### src/lzot_pkg.sv
// ----------------------------------------------------------------------------
// Layer z-order table package
// Shared widths, request codes and defaults for the layer depth-order table.
// ----------------------------------------------------------------------------
`timescale 1ns / 1ps

package lzot_pkg;

  // Default table size
  localparam int unsigned NumSlotsDef = 32;

  // Field widths
  localparam int unsigned ReqW    = 3;
  localparam int unsigned SlotInW = 5;
  localparam int unsigned IdW     = 32;
  localparam int unsigned ZW      = 32;

  // Request codes
  localparam logic [ReqW-1:0] REQ_LOAD = 3'd0;
  localparam logic [ReqW-1:0] REQ_SET  = 3'd1;
  localparam logic [ReqW-1:0] REQ_GET  = 3'd2;
  localparam logic [ReqW-1:0] REQ_NORM = 3'd3;
  localparam logic [ReqW-1:0] REQ_FIND = 3'd4;

  // Status codes
  localparam logic STATUS_OK        = 1'b0;
  localparam logic STATUS_NOT_FOUND = 1'b1;

  // Depth returned by a get that finds no layer (-1)
  localparam logic [ZW-1:0] Z_NOT_FOUND = '1;

endpackage

### src/layer_z_order_table.sv
// ----------------------------------------------------------------------------
// Layer z-order table
// Compositor layer slots with id lookup, depth find and stable rank normalize.
// ----------------------------------------------------------------------------
// Usage:
//   Input channel (in_valid_i/in_ready_o) takes one request: load a slot, set
//   or get a depth by layer id, find a slot by depth, or normalize. Each
//   request gives exactly one result on the output channel
//   (out_valid_o/out_ready_i). in_ready_o is high only while the sequencer
//   is idle; one request is in work at a time.
//   Set, get and find scan the slots and stop at the first hit; normalize
//   ranks each active slot against all slots, then writes the ranks back.
//   Each scan uses the single shared 32-bit comparator, fed one slot per
//   cycle from the id and depth memories through their read port.
//   Reset clears all active marks; ids and depths are not cleared.
//   A result waiting for a stalled receiver is held in the output register;
//   the next request is still accepted and the sequencer waits for the
//   output register only when its own result is ready.
// ----------------------------------------------------------------------------
`timescale 1ns / 1ps

module layer_z_order_table #(
  parameter int unsigned NUM_SLOTS = lzot_pkg::NumSlotsDef
) (
  input  logic                         clk_i,
  input  logic                         rst_ni,
  // Request channel
  input  logic                         in_valid_i,
  output logic                         in_ready_o,
  input  logic [lzot_pkg::ReqW-1:0]    req_type_i,
  input  logic [lzot_pkg::SlotInW-1:0] slot_i,
  input  logic [lzot_pkg::IdW-1:0]     layer_id_i,
  input  logic                         active_i,
  input  logic signed [lzot_pkg::ZW-1:0] z_value_i,
  input  logic [lzot_pkg::ZW-1:0]      position_i,
  // Result channel
  output logic                         out_valid_o,
  input  logic                         out_ready_i,
  output logic                         status_o,
  output logic signed [lzot_pkg::ZW-1:0] z_out_o,
  output logic [lzot_pkg::SlotInW-1:0] slot_out_o,
  output logic [lzot_pkg::IdW-1:0]     id_out_o
);

  localparam int unsigned SLOT_W = $clog2(NUM_SLOTS);
  localparam int unsigned CNT_W  = SLOT_W + 1;
  localparam int unsigned EXT_W  = SLOT_W + lzot_pkg::SlotInW;
  localparam logic [SLOT_W-1:0] LAST_IDX = SLOT_W'(NUM_SLOTS - 1);
  localparam logic [CNT_W-1:0]  CNT_END  = CNT_W'(NUM_SLOTS);

  // Sequencer states
  localparam logic [2:0] S_IDLE    = 3'd0;
  localparam logic [2:0] S_DISP    = 3'd1;
  localparam logic [2:0] S_SCAN    = 3'd2;
  localparam logic [2:0] S_NORM_I  = 3'd3;
  localparam logic [2:0] S_NORM_DI = 3'd4;
  localparam logic [2:0] S_NORM_J  = 3'd5;
  localparam logic [2:0] S_COPY    = 3'd6;
  localparam logic [2:0] S_RESP    = 3'd7;

  logic [2:0] state_q, state_d;

  // Latched request
  logic [lzot_pkg::ReqW-1:0]    req_q;
  logic [lzot_pkg::SlotInW-1:0] slot_q;
  logic [lzot_pkg::IdW-1:0]     id_q;
  logic                         act_q;
  logic [lzot_pkg::ZW-1:0]      z_q;
  logic [lzot_pkg::ZW-1:0]      pos_q;

  // Scan pipeline
  logic [CNT_W-1:0]  cnt_q, cnt_d;
  logic [SLOT_W-1:0] pcnt_q, pcnt_d;
  logic              pv_q, pv_d;
  logic              issue;

  // Normalize state
  logic [SLOT_W-1:0]       i_q, i_d;
  logic [lzot_pkg::ZW-1:0] di_q, di_d;
  logic [SLOT_W-1:0]       rank_q, rank_d;
  logic [SLOT_W-1:0]       rank_nxt;
  logic                    norm_inc;

  // Active marks
  logic [NUM_SLOTS-1:0] valid_q, valid_d;

  // Pending result
  logic                         res_status_q, res_status_d;
  logic [lzot_pkg::ZW-1:0]      res_z_q, res_z_d;
  logic [lzot_pkg::SlotInW-1:0] res_slot_q, res_slot_d;
  logic [lzot_pkg::IdW-1:0]     res_id_q, res_id_d;

  // Output register
  logic                         out_valid_q;
  logic                         out_status_q;
  logic [lzot_pkg::ZW-1:0]      out_z_q;
  logic [lzot_pkg::SlotInW-1:0] out_slot_q;
  logic [lzot_pkg::IdW-1:0]     out_id_q;
  logic                         resp_fire;

  // Memory ports
  logic [SLOT_W-1:0]       rd_addr;
  logic                    id_we;
  logic                    dep_we;
  logic [SLOT_W-1:0]       dep_waddr;
  logic [lzot_pkg::ZW-1:0] dep_wdata;
  logic                    rank_we;
  logic [lzot_pkg::IdW-1:0] id_rdata;
  logic [lzot_pkg::ZW-1:0]  dep_rdata;
  logic [SLOT_W-1:0]        rank_rdata;

  // Load address
  logic [EXT_W-1:0]  slot_ext;
  logic [SLOT_W-1:0] slot_idx;
  logic              slot_ok;

  // Shared comparator
  logic                    id_mode;
  logic [lzot_pkg::ZW-1:0] cmp_a, cmp_b;
  logic                    cmp_eq, cmp_lt;

  assign slot_ext = EXT_W'(slot_q);
  assign slot_idx = slot_ext[SLOT_W-1:0];
  assign slot_ok  = slot_ext < EXT_W'(NUM_SLOTS);

  assign id_mode = (req_q == lzot_pkg::REQ_SET) || (req_q == lzot_pkg::REQ_GET);
  assign cmp_a   = id_mode ? id_rdata : dep_rdata;
  assign cmp_b   = id_mode ? id_q : ((req_q == lzot_pkg::REQ_FIND) ? pos_q : di_q);
  assign cmp_eq  = cmp_a == cmp_b;
  assign cmp_lt  = $signed(cmp_a) < $signed(cmp_b);

  // Rank step: slot j counts when it is active and ordered before slot i
  assign norm_inc = valid_q[pcnt_q] && (cmp_lt || (cmp_eq && (pcnt_q < i_q)));
  assign rank_nxt = rank_q + SLOT_W'(norm_inc);

  assign issue     = cnt_q < CNT_END;
  assign in_ready_o = state_q == S_IDLE;
  assign resp_fire = (state_q == S_RESP) && (!out_valid_q || out_ready_i);

  // Sequencer
  always_comb begin
    state_d      = state_q;
    cnt_d        = cnt_q;
    pcnt_d       = pcnt_q;
    pv_d         = 1'b0;
    i_d          = i_q;
    di_d         = di_q;
    rank_d       = rank_q;
    valid_d      = valid_q;
    res_status_d = res_status_q;
    res_z_d      = res_z_q;
    res_slot_d   = res_slot_q;
    res_id_d     = res_id_q;
    rd_addr      = cnt_q[SLOT_W-1:0];
    id_we        = 1'b0;
    dep_we       = 1'b0;
    dep_waddr    = slot_idx;
    dep_wdata    = z_q;
    rank_we      = 1'b0;

    case (state_q)
      S_IDLE: begin
        if (in_valid_i) begin
          state_d = S_DISP;
        end
      end

      S_DISP: begin
        res_status_d = lzot_pkg::STATUS_OK;
        res_z_d      = '0;
        res_slot_d   = '0;
        res_id_d     = '0;
        cnt_d        = '0;
        case (req_q)
          lzot_pkg::REQ_LOAD: begin
            if (slot_ok) begin
              valid_d[slot_idx] = act_q;
              id_we             = 1'b1;
              dep_we            = 1'b1;
            end
            state_d = S_RESP;
          end
          lzot_pkg::REQ_SET, lzot_pkg::REQ_GET, lzot_pkg::REQ_FIND: begin
            state_d = S_SCAN;
          end
          lzot_pkg::REQ_NORM: begin
            i_d     = '0;
            state_d = S_NORM_I;
          end
          default: begin
            state_d = S_RESP;
          end
        endcase
      end

      // Id or depth scan, stops at the lowest matching active slot
      S_SCAN: begin
        if (issue) begin
          pv_d   = 1'b1;
          pcnt_d = cnt_q[SLOT_W-1:0];
          cnt_d  = cnt_q + 1'b1;
        end
        if (pv_q) begin
          if (valid_q[pcnt_q] && cmp_eq) begin
            case (req_q)
              lzot_pkg::REQ_SET: begin
                dep_we    = 1'b1;
                dep_waddr = pcnt_q;
              end
              lzot_pkg::REQ_GET: begin
                res_z_d = dep_rdata;
              end
              default: begin
                res_slot_d = lzot_pkg::SlotInW'(pcnt_q);
                res_id_d   = id_rdata;
              end
            endcase
            state_d = S_RESP;
          end else if (pcnt_q == LAST_IDX) begin
            res_status_d = lzot_pkg::STATUS_NOT_FOUND;
            if (req_q == lzot_pkg::REQ_GET) begin
              res_z_d = lzot_pkg::Z_NOT_FOUND;
            end
            state_d = S_RESP;
          end
        end
      end

      // Outer loop: fetch depth of slot i, skip inactive slots
      S_NORM_I: begin
        rd_addr = i_q;
        if (valid_q[i_q]) begin
          state_d = S_NORM_DI;
        end else if (i_q == LAST_IDX) begin
          cnt_d   = '0;
          state_d = S_COPY;
        end else begin
          i_d = i_q + 1'b1;
        end
      end

      S_NORM_DI: begin
        di_d    = dep_rdata;
        cnt_d   = '0;
        rank_d  = '0;
        state_d = S_NORM_J;
      end

      // Inner loop: count slots ordered before slot i
      S_NORM_J: begin
        if (issue) begin
          pv_d   = 1'b1;
          pcnt_d = cnt_q[SLOT_W-1:0];
          cnt_d  = cnt_q + 1'b1;
        end
        if (pv_q) begin
          rank_d = rank_nxt;
          if (pcnt_q == LAST_IDX) begin
            rank_we = 1'b1;
            if (i_q == LAST_IDX) begin
              cnt_d   = '0;
              state_d = S_COPY;
            end else begin
              i_d     = i_q + 1'b1;
              state_d = S_NORM_I;
            end
          end
        end
      end

      // Write ranks back into the depth store for active slots
      S_COPY: begin
        if (issue) begin
          pv_d   = 1'b1;
          pcnt_d = cnt_q[SLOT_W-1:0];
          cnt_d  = cnt_q + 1'b1;
        end
        if (pv_q) begin
          if (valid_q[pcnt_q]) begin
            dep_we    = 1'b1;
            dep_waddr = pcnt_q;
            dep_wdata = lzot_pkg::ZW'(rank_rdata);
          end
          if (pcnt_q == LAST_IDX) begin
            state_d = S_RESP;
          end
        end
      end

      S_RESP: begin
        if (resp_fire) begin
          state_d = S_IDLE;
        end
      end

      default: begin
        state_d = S_IDLE;
      end
    endcase
  end

  // Control registers
  always_ff @(posedge clk_i or negedge rst_ni) begin
    if (!rst_ni) begin
      state_q <= S_IDLE;
      valid_q <= '0;
      cnt_q   <= '0;
      pv_q    <= 1'b0;
      i_q     <= '0;
    end else begin
      state_q <= state_d;
      valid_q <= valid_d;
      cnt_q   <= cnt_d;
      pv_q    <= pv_d;
      i_q     <= i_d;
    end
  end

  // Datapath registers
  always_ff @(posedge clk_i) begin
    pcnt_q       <= pcnt_d;
    di_q         <= di_d;
    rank_q       <= rank_d;
    res_status_q <= res_status_d;
    res_z_q      <= res_z_d;
    res_slot_q   <= res_slot_d;
    res_id_q     <= res_id_d;
  end

  // Request capture
  always_ff @(posedge clk_i) begin
    if (in_valid_i && in_ready_o) begin
      req_q  <= req_type_i;
      slot_q <= slot_i;
      id_q   <= layer_id_i;
      act_q  <= active_i;
      z_q    <= z_value_i;
      pos_q  <= position_i;
    end
  end

  // Output register
  always_ff @(posedge clk_i or negedge rst_ni) begin
    if (!rst_ni) begin
      out_valid_q <= 1'b0;
    end else if (resp_fire) begin
      out_valid_q <= 1'b1;
    end else if (out_ready_i) begin
      out_valid_q <= 1'b0;
    end
  end

  always_ff @(posedge clk_i) begin
    if (resp_fire) begin
      out_status_q <= res_status_q;
      out_z_q      <= res_z_q;
      out_slot_q   <= res_slot_q;
      out_id_q     <= res_id_q;
    end
  end

  assign out_valid_o = out_valid_q;
  assign status_o    = out_status_q;
  assign z_out_o     = $signed(out_z_q);
  assign slot_out_o  = out_slot_q;
  assign id_out_o    = out_id_q;

  // Layer id store
  lzot_ram #(
    .WIDTH (lzot_pkg::IdW),
    .DEPTH (NUM_SLOTS)
  ) u_id_ram (
    .clk_i   (clk_i),
    .we_i    (id_we),
    .waddr_i (slot_idx),
    .wdata_i (id_q),
    .raddr_i (rd_addr),
    .rdata_o (id_rdata)
  );

  // Depth store
  lzot_ram #(
    .WIDTH (lzot_pkg::ZW),
    .DEPTH (NUM_SLOTS)
  ) u_dep_ram (
    .clk_i   (clk_i),
    .we_i    (dep_we),
    .waddr_i (dep_waddr),
    .wdata_i (dep_wdata),
    .raddr_i (rd_addr),
    .rdata_o (dep_rdata)
  );

  // Rank scratch store for normalize
  lzot_ram #(
    .WIDTH (SLOT_W),
    .DEPTH (NUM_SLOTS)
  ) u_rank_ram (
    .clk_i   (clk_i),
    .we_i    (rank_we),
    .waddr_i (i_q),
    .wdata_i (rank_nxt),
    .raddr_i (rd_addr),
    .rdata_o (rank_rdata)
  );

`ifndef ASSERT_OFF
  // One request at a time: no accept right after an accept
  assert property (@(posedge clk_i) disable iff (!rst_ni)
    (in_valid_i && in_ready_o) |=> !in_ready_o)
    else $error("request accepted while previous one in work");

  // Depth store is written only on dispatch, scan hit or rank copy
  assert property (@(posedge clk_i) disable iff (!rst_ni)
    dep_we |-> (state_q == S_DISP || state_q == S_SCAN || state_q == S_COPY))
    else $error("depth store written in unexpected state");

  // A result appears only from the response state
  assert property (@(posedge clk_i) disable iff (!rst_ni)
    $rose(out_valid_o) |-> $past(state_q) == S_RESP)
    else $error("result raised outside response state");
`endif

endmodule

### src/lzot_ram.sv
// ----------------------------------------------------------------------------
// Generic single-port-write RAM
// One write port and one read port; read data is registered.
// ----------------------------------------------------------------------------
`timescale 1ns / 1ps

module lzot_ram #(
  parameter int unsigned WIDTH = 32,
  parameter int unsigned DEPTH = 32
) (
  input  logic                     clk_i,
  input  logic                     we_i,
  input  logic [$clog2(DEPTH)-1:0] waddr_i,
  input  logic [WIDTH-1:0]         wdata_i,
  input  logic [$clog2(DEPTH)-1:0] raddr_i,
  output logic [WIDTH-1:0]         rdata_o
);

  logic [WIDTH-1:0] mem_q [DEPTH];
  logic [WIDTH-1:0] rdata_q;

  // Write port
  always_ff @(posedge clk_i) begin
    if (we_i) begin
      mem_q[waddr_i] <= wdata_i;
    end
  end

  // Registered read port
  always_ff @(posedge clk_i) begin
    rdata_q <= mem_q[raddr_i];
  end

  assign rdata_o = rdata_q;

endmodule

### config.mk
export PLATFORM = sky130hd
export DESIGN_NAME = layer_z_order_table
export DESIGN_NICKNAME = d
export VERILOG_FILES = /design/src/lzot_pkg.sv /design/src/layer_z_order_table.sv /design/src/lzot_ram.sv
export SDC_FILE = /design/constraint.sdc
export NUM_CORES = 2
export LEC_CHECK = 0
export ABC_AREA = 1
export BUFFER_PORTS_ARGS = -buffer_cell sky130_fd_sc_hd__buf_4
export CELL_PAD_IN_SITES_DETAIL_PLACEMENT = 1
export CELL_PAD_IN_SITES_GLOBAL_PLACEMENT = 2
export CORE_MARGIN = 10
export CORE_UTILIZATION = 45
export CTS_CLUSTER_SIZE = 25
export DETAILED_ROUTE_END_ITERATION = 7
export PLACE_DENSITY = 0.79
export SYNTH_ARGS = -nofsm -noshare
export SYNTH_HDL_FRONTEND = slang
export SYNTH_SLANG_ARGS = --single-unit
### constraint.sdc
create_clock -name clk_i -period 6.8 [get_ports clk_i]
set_input_delay 1.7 -clock clk_i [delete_from_list [all_inputs] [get_ports clk_i]]
set_output_delay 1.7 -clock clk_i [all_outputs]
set_load 0.01 [all_outputs]
; Yosys cells after proc, flatten, opt, wreduce, memory -nomap -nowiden
; Memory sizes are Yosys's and may differ from the RTL's. A register that Yosys moved wholly into a read port is not among the register bits.
; Index checks and enable logic that the tools add are counted.
[op_classes]
n_addsub = 3
eq_ne = 31
mux = 88
reduce_logical = 31
magnitude_cmp = 8
[op_table]
columns = op, count
row1 = $mux W32, 14
row2 = $pmux W32 S2, 2
row3 = $mux W5, 15
row4 = $mux W6, 6
row5 = $mux W3, 11
row6 = $bwmux W32, 1
row7 = $eq A32 B32 Y1, 1
row8 = $lt A32 B32 Y1, 1
row9 = $pmux W5 S2, 3
row10 = $mux W1, 27
row11 = $ne A2 B2 Y1 const B, 13
row12 = $lt A5 B6 Y1 const B, 4
row13 = $pmux W3 S8, 1
row14 = $pmux W6 S4, 1
row15 = $eq A3 B3 Y1 const B, 5
row16 = $pmux W5 S3, 1
row17 = $eq A3 B2 Y1 const B, 4
row18 = $ne A3 B3 Y1 const B, 4
row19 = $bmux W1 S5, 2
row20 = $eq A5 B5 Y1 const B, 2
row21 = $reduce_and A5 Y1, 2
row22 = $reduce_and A4 Y1, 2
row23 = $reduce_and A7 Y1, 1
row24 = $add A6 B1 Y6 const B, 1
row25 = other kinds (21), 37
[word_totals]
out_inout_bits = 72
regBits = 335
inputBits = 109
n_memories = 3
elab_cells = 187
ramBits = 2208
[mem_list]
columns = name, words, word_bits, read_ports, rd_ports_with_merged_regs, wr, line_no
row1 = u_dep_ram.mem_q, 32, 32, 1, 1, 1, lzot_ram.sv:19  ; logic [WIDTH-1:0] mem_q [DEPTH];
row2 = u_id_ram.mem_q, 32, 32, 1, 1, 1, lzot_ram.sv:19
row3 = u_rank_ram.mem_q, 32, 5, 1, 1, 1, lzot_ram.sv:19

; Logic depth before layout (Yosys ltp)
[logic_depth]
depth_word = 10
depth_mapped = 25
mapped_depth_nobuf = 24

; Modules after synthesis
; A second synthesis with hierarchy kept.
[hier_totals]
cells_unflattened = 9122
area_unflattened_um2 = 106717.4
[by_module_without_submodules]
columns = mod, area_each_um2, instances, cells_each, seq_area_each_um2
row1 = lzot_ram at u_dep_ram ..., 42405.7, 2, 3536, 31390.1
row2 = layer_z_order_table, 15109.5, 1, 1455, 9819.4
row3 = lzot_ram at u_rank_ram, 6796.5, 1, 595, 4904.7

; Worst setup path before layout
; OpenSTA, ideal clock, no wires.
[synth_path]
path_kind = input -> register
startpoint = input port in_valid_i
endpoint = register act_q, enable pin
required_time_ps = 6230
setup_time_ps = 570
arrival_time_ps = 6071
path_stages = 2
n_path_buf = 0
setup_slack_ps = 160
path_cell_list = inv_1 > nor2_1
[synth_between]
elab_chain_cells = 1
[synth_lines]
columns = element, line_no
row1 = "start, declared", layer_z_order_table.sv:28  ; input logic in_valid_i,
row2 = $logic_and A1 B1 Y1, layer_z_order_table.sv:332  ; if (in_valid_i && in_ready_o) begin
row3 = "end signal, assigned", layer_z_order_table.sv:336  ; act_q <= active_i;
row4 = "end, declared", layer_z_order_table.sv:67  ; logic act_q;
; No other way between the ends.
; A chain may end at the register's enable or synchronous reset.

; Worst setup path in the final report
[layout_path]
startpoint = register req_q[1] (netlist bit)
endpoint = memory u_dep_ram.mem_q[16][10], enable pin
[layout_between]
elab_chain_cells = 10
elab_cells_between_ends = 21
cone_classes = eq/ne (4) / mux (14) / reduce/logical (3)
[layout_lines]
columns = element, line_no
row1 = "start, declared", layer_z_order_table.sv:64  ; logic [lzot_pkg::ReqW-1:0] req_q;
row2 = "start signal, assigned", layer_z_order_table.sv:333  ; req_q <= req_type_i;
row3 = "$eq A3 B3 Y1, or another cell as far along", layer_z_order_table.sv:128  ; assign cmp_b = id_mode ? id_q : ((req_q == lzot_pkg::REQ_FIND) ? pos_q : di_q);
row4 = $mux W32 / $logic_or A1 B1 Y1 (equally long branches), "layer_z_order_table.sv:128, layer_z_order_table.sv:126"
row5 = "$mux W32, on equally long branches", "layer_z_order_table.sv:128, layer_z_order_table.sv:127"
row6 = $eq A32 B32 Y1, layer_z_order_table.sv:129  ; assign cmp_eq = cmp_a == cmp_b;
row7 = $logic_and A1 B1 Y1, layer_z_order_table.sv:204  ; if (valid_q[pcnt_q] && cmp_eq) begin
row8 = $mux W1, layer_z_order_table.sv:204
row9 = $mux W1, layer_z_order_table.sv:203  ; if (pv_q) begin
row10 = $pmux W1 S3, layer_z_order_table.sv:161  ; case (state_q)
row11 = $mux W1, lzot_ram.sv:24  ; if (we_i) begin
row12 = $mux W1 (implied by the code), lzot_ram.sv:25  ; mem_q[waddr_i] <= wdata_i;
row13 = "end, declared", lzot_ram.sv:19
; Several ways; a longest one is shown, not always the timed one.

==> flow_summary.toml <==
[detailed_routing]
routed_wl_um = 344000
drt_iter0_drc = 8072
first_pass_iters = 5
routedWlPerCell_um = 30.4
via_count = 69069
ant_nets = 0
vias_per_cell = 6.12
drc = 0

[placed_design]
routabilityCongestion = 0.876
dp_hpwl_um = 202000
place.port_buffers = 180
dp_cells = 10772
post-place-ws_ps = 301
place_area_sq_um = 108000

[timing]
worst_hold_slack_ps = 419
setup_ws_ps = 444
rsz0062_at_grt = "false"
skew_ps = 95.5
max_freq_mhz = 157
tns_ps = 0
worstMarginPinSlew_ps = 1360
finalCritPeriodShare = 0.935
max_slew_margin = 0.0904
finalHoldViolCount = 0
min_period_ps = 6360
setup_viol = 0
drv_slew = 0

[worst_setup_path]
path_delay_family = "simple AND/OR/NAND/NOR gates"
max_stage_delay_ps = 670
required_ps = 7370
cp-end-kind = "flip-flop"
crit_chain = "nor3_1 -> inv_1 -> nand2_2 -> buf_4 -> o21ai_0 -> ha_1 -> nand4_1 -> nor4_2 -> nand2_1 -> nor2_1 -> nand4_1 -> nand2_1 -> nand3_1 -> nand2_1 -> nand3_1 -> nor2_4 -> buf_4"
crit_buf_inv = 3
r2r_setup_slack_ps = 440
cp_max_fo = 67
path_common_cell = "nand2_1"
cp.arrival_ps = 6930
worstSetupPathType = "reg2reg"
crit_slowest_cell = "nor2_4"
setup.worst_path.start_class = "flip-flop"

[synth]
synth_edf_count = 2495
ys_warn_count = 0
syn_nets = 8063
async_flop_share = 0.0184
netlist.area_leader.share = 0.731
synth_area_sq_um = 102000
syn_inst = 7910
synth.distinct_cells = 45
synth_area_leaders = "edfxtp_1 (73%), o21ai_0 (5.7%), nor2_1 (5.6%)"
synth.avg_cell_area_sq_um = 13.0
yosys.area.top_type = "edfxtp_1"
synthTopCellsByCount = "edfxtp_1 (2495), nor2_1 (1539), o21ai_0 (1174)"
synth.most_common_cell = "edfxtp_1"
ys_seq_area_frac = 0.757
ys.flop_type = "edfxtp_1"
synth-seq-cells = 2612

[final_layout]
drive_gt1_frac = 0.108
layout.cells.non_filler = 11294
design_area_sq_um = 117000
syn_to_final_growth_pct = 13.9
reg_top3 = "u_dep_ram.mem_q (1024), u_id_ram.mem_q (1024), u_rank_ram.mem_q (160)"
nets = 8214

[floorplanning]
die_h_um = 497
fp-row-count = 175
die_w_um = 497
core_area_sq_um = 227000
ios = 181
start_util = 0.452
die-area_sq_um = 247000

[grt]
grt_pass1_wl_um = 493000
track_usage = 0.267
grt_max_degree = 169
grt_pass1_vias = 69859
grt_overflow = 0
antenna_found_initial = 21

[job]
max_cap_violations = 0

[power]
combPwrFrac = 0.314
leakage_nw = 38.6
pwr-share-seq = 0.391
p_int_mw = 31.9
clkPwrFrac = 0.295
power.density_nw_per_um2 = 438
peakVddDrop_uv = 414
switchingPower_mw = 19.1
p_sw_frac = 0.374

[cts]
insertion_delay_ps = 960
cts_buffers = 294
cts.root.buffer_cell = "clkbuf_16"
clock_sinks = 2612
clkSlewWorstSetupHoldPaths_ps = 60
htreeDepth = 5
cts_tree = "done"
clockBufferDepth = 4

[run_status]
status = "finished, final reports clean"

[min_path]
hold_class = "reg2reg"
==> worst reg2reg max path, stage by stage, from the launching register on <==
cell and delay, ps:
edfxtp_1 440, nor3_1 580, inv_1 180, nand2_2 110, buf_4 540, o21ai_0 220
ha_1 360, nand4_1 150, nor4_2 440, nand2_1 140, nor2_1 280, nand4_1 260
nand2_1 140, nand3_1 180, nand2_1 300, nand3_1 590, nor2_4 670, buf_4 420
==> metrics by stage <==
stage               total power [mW]  utilization
floorplan                       29.4            -
global placement                35.6        0.475
detailed placement              36.0        0.475
CTS                             51.0        0.514
global route                    53.2        0.514
finish                          51.0        0.514
==> power by group through the flow <==
stage	registers, mW	logic [mW]	clock network, mW
2_1_floorplan	19.9	9.46	0
3_3_place_gp	20.2	15.3	0
3_5_place_dp	20.3	15.7	0
4_1_cts	19.9	15.9	15.2
5_1_grt	20.0	17.3	15.9
6_report	20.0	16.0	15.1
==> final timing paths <==
path	from	to	depth (start not counted)
worst max-delay path	req_q[1]	u_dep_ram.mem_q[16][10]	17
worst min-delay path	res_id_q[2]	id_out_o[2]	0
worst max register to register	req_q[1]	u_dep_ram.mem_q[16][10]	17
worst min register to register	res_id_q[2]	id_out_o[2]	0
max in group asynchronous	rst_ni	state_q[2]	1
min in group asynchronous	rst_ni	out_valid_o	1
==> logic make-up after synthesis <==
group,after synthesis,share of synthesized area
fa+ha+maj,44,0.00537
simple gates,2212,0.0838
xor+xnor,5,0.000427
compound gates,2297,0.123
buf+inv,735,0.0305
mux,5,0.000550
flops,2612,0.757
==> per-layer routing <==
metal  vias to the layer above  routed length, um  track usage  part of all wire
met4                        14              14900        0.107             0.043
met1                     35642             141000        0.363              0.41
li1                      29474                  -            -                 -
met5                         -                 80            0           0.00023
met3                       773              26500       0.0445             0.077
met2                      3166             161000        0.430              0.47
==> layout make-up <==
class / count / area (sq um)
flip-flops and latches: 2612 / 77500
repair buffers: 379 / 3180
fillers: 22603 / 110000
clock buffers: 369 / 7970
well taps: 3009 / 3760
inverters: 210 / 826
diodes: 8 / 20.0
clock inverters: 143 / 1020
multi-input cells: 4564 / 22400
==> timing repair <==
item / CTS / global route
buffers inserted: 0 / 1
setup endpoints to repair: 0 / 492
hold buffers: 0 / 0
resized for setup: 0 / 1
==> cells in the final DEF (no fill, tap or decap), drive strengths merged, types with 4 or more instances in the layout <==
| master | synthesis | routed |
|---|---|---|
| nand2 | 502 | 502 |
| clkinvlp | 0 | 8 |
| dfxtp | 69 | 69 |
| a21oi | 82 | 82 |
| inv | 210 | 215 |
| edfxtp | 2495 | 2495 |
| nor4 | 7 | 7 |
| o31ai | 4 | 4 |
| a31oi | 4 | 4 |
| nor2 | 1542 | 1543 |
| nand4 | 8 | 8 |
| bufinv | 0 | 13 |
| o21a | 6 | 6 |
| o21ai | 1510 | 1510 |
| clkbuf | 289 | 369 |
| or2 | 4 | 4 |
| ha | 44 | 44 |
| o211ai | 15 | 15 |
| nor3 | 23 | 23 |
| nand3 | 124 | 124 |
| mux2 | 5 | 5 |
| clkinv | 0 | 117 |
| xor2 | 4 | 4 |
| o221ai | 53 | 53 |
| o22ai | 618 | 618 |
| buf | 236 | 379 |
| diode | 0 | 8 |
| dfrtp | 48 | 48 |
Note: power is estimated with default switching activity, not from simulation.
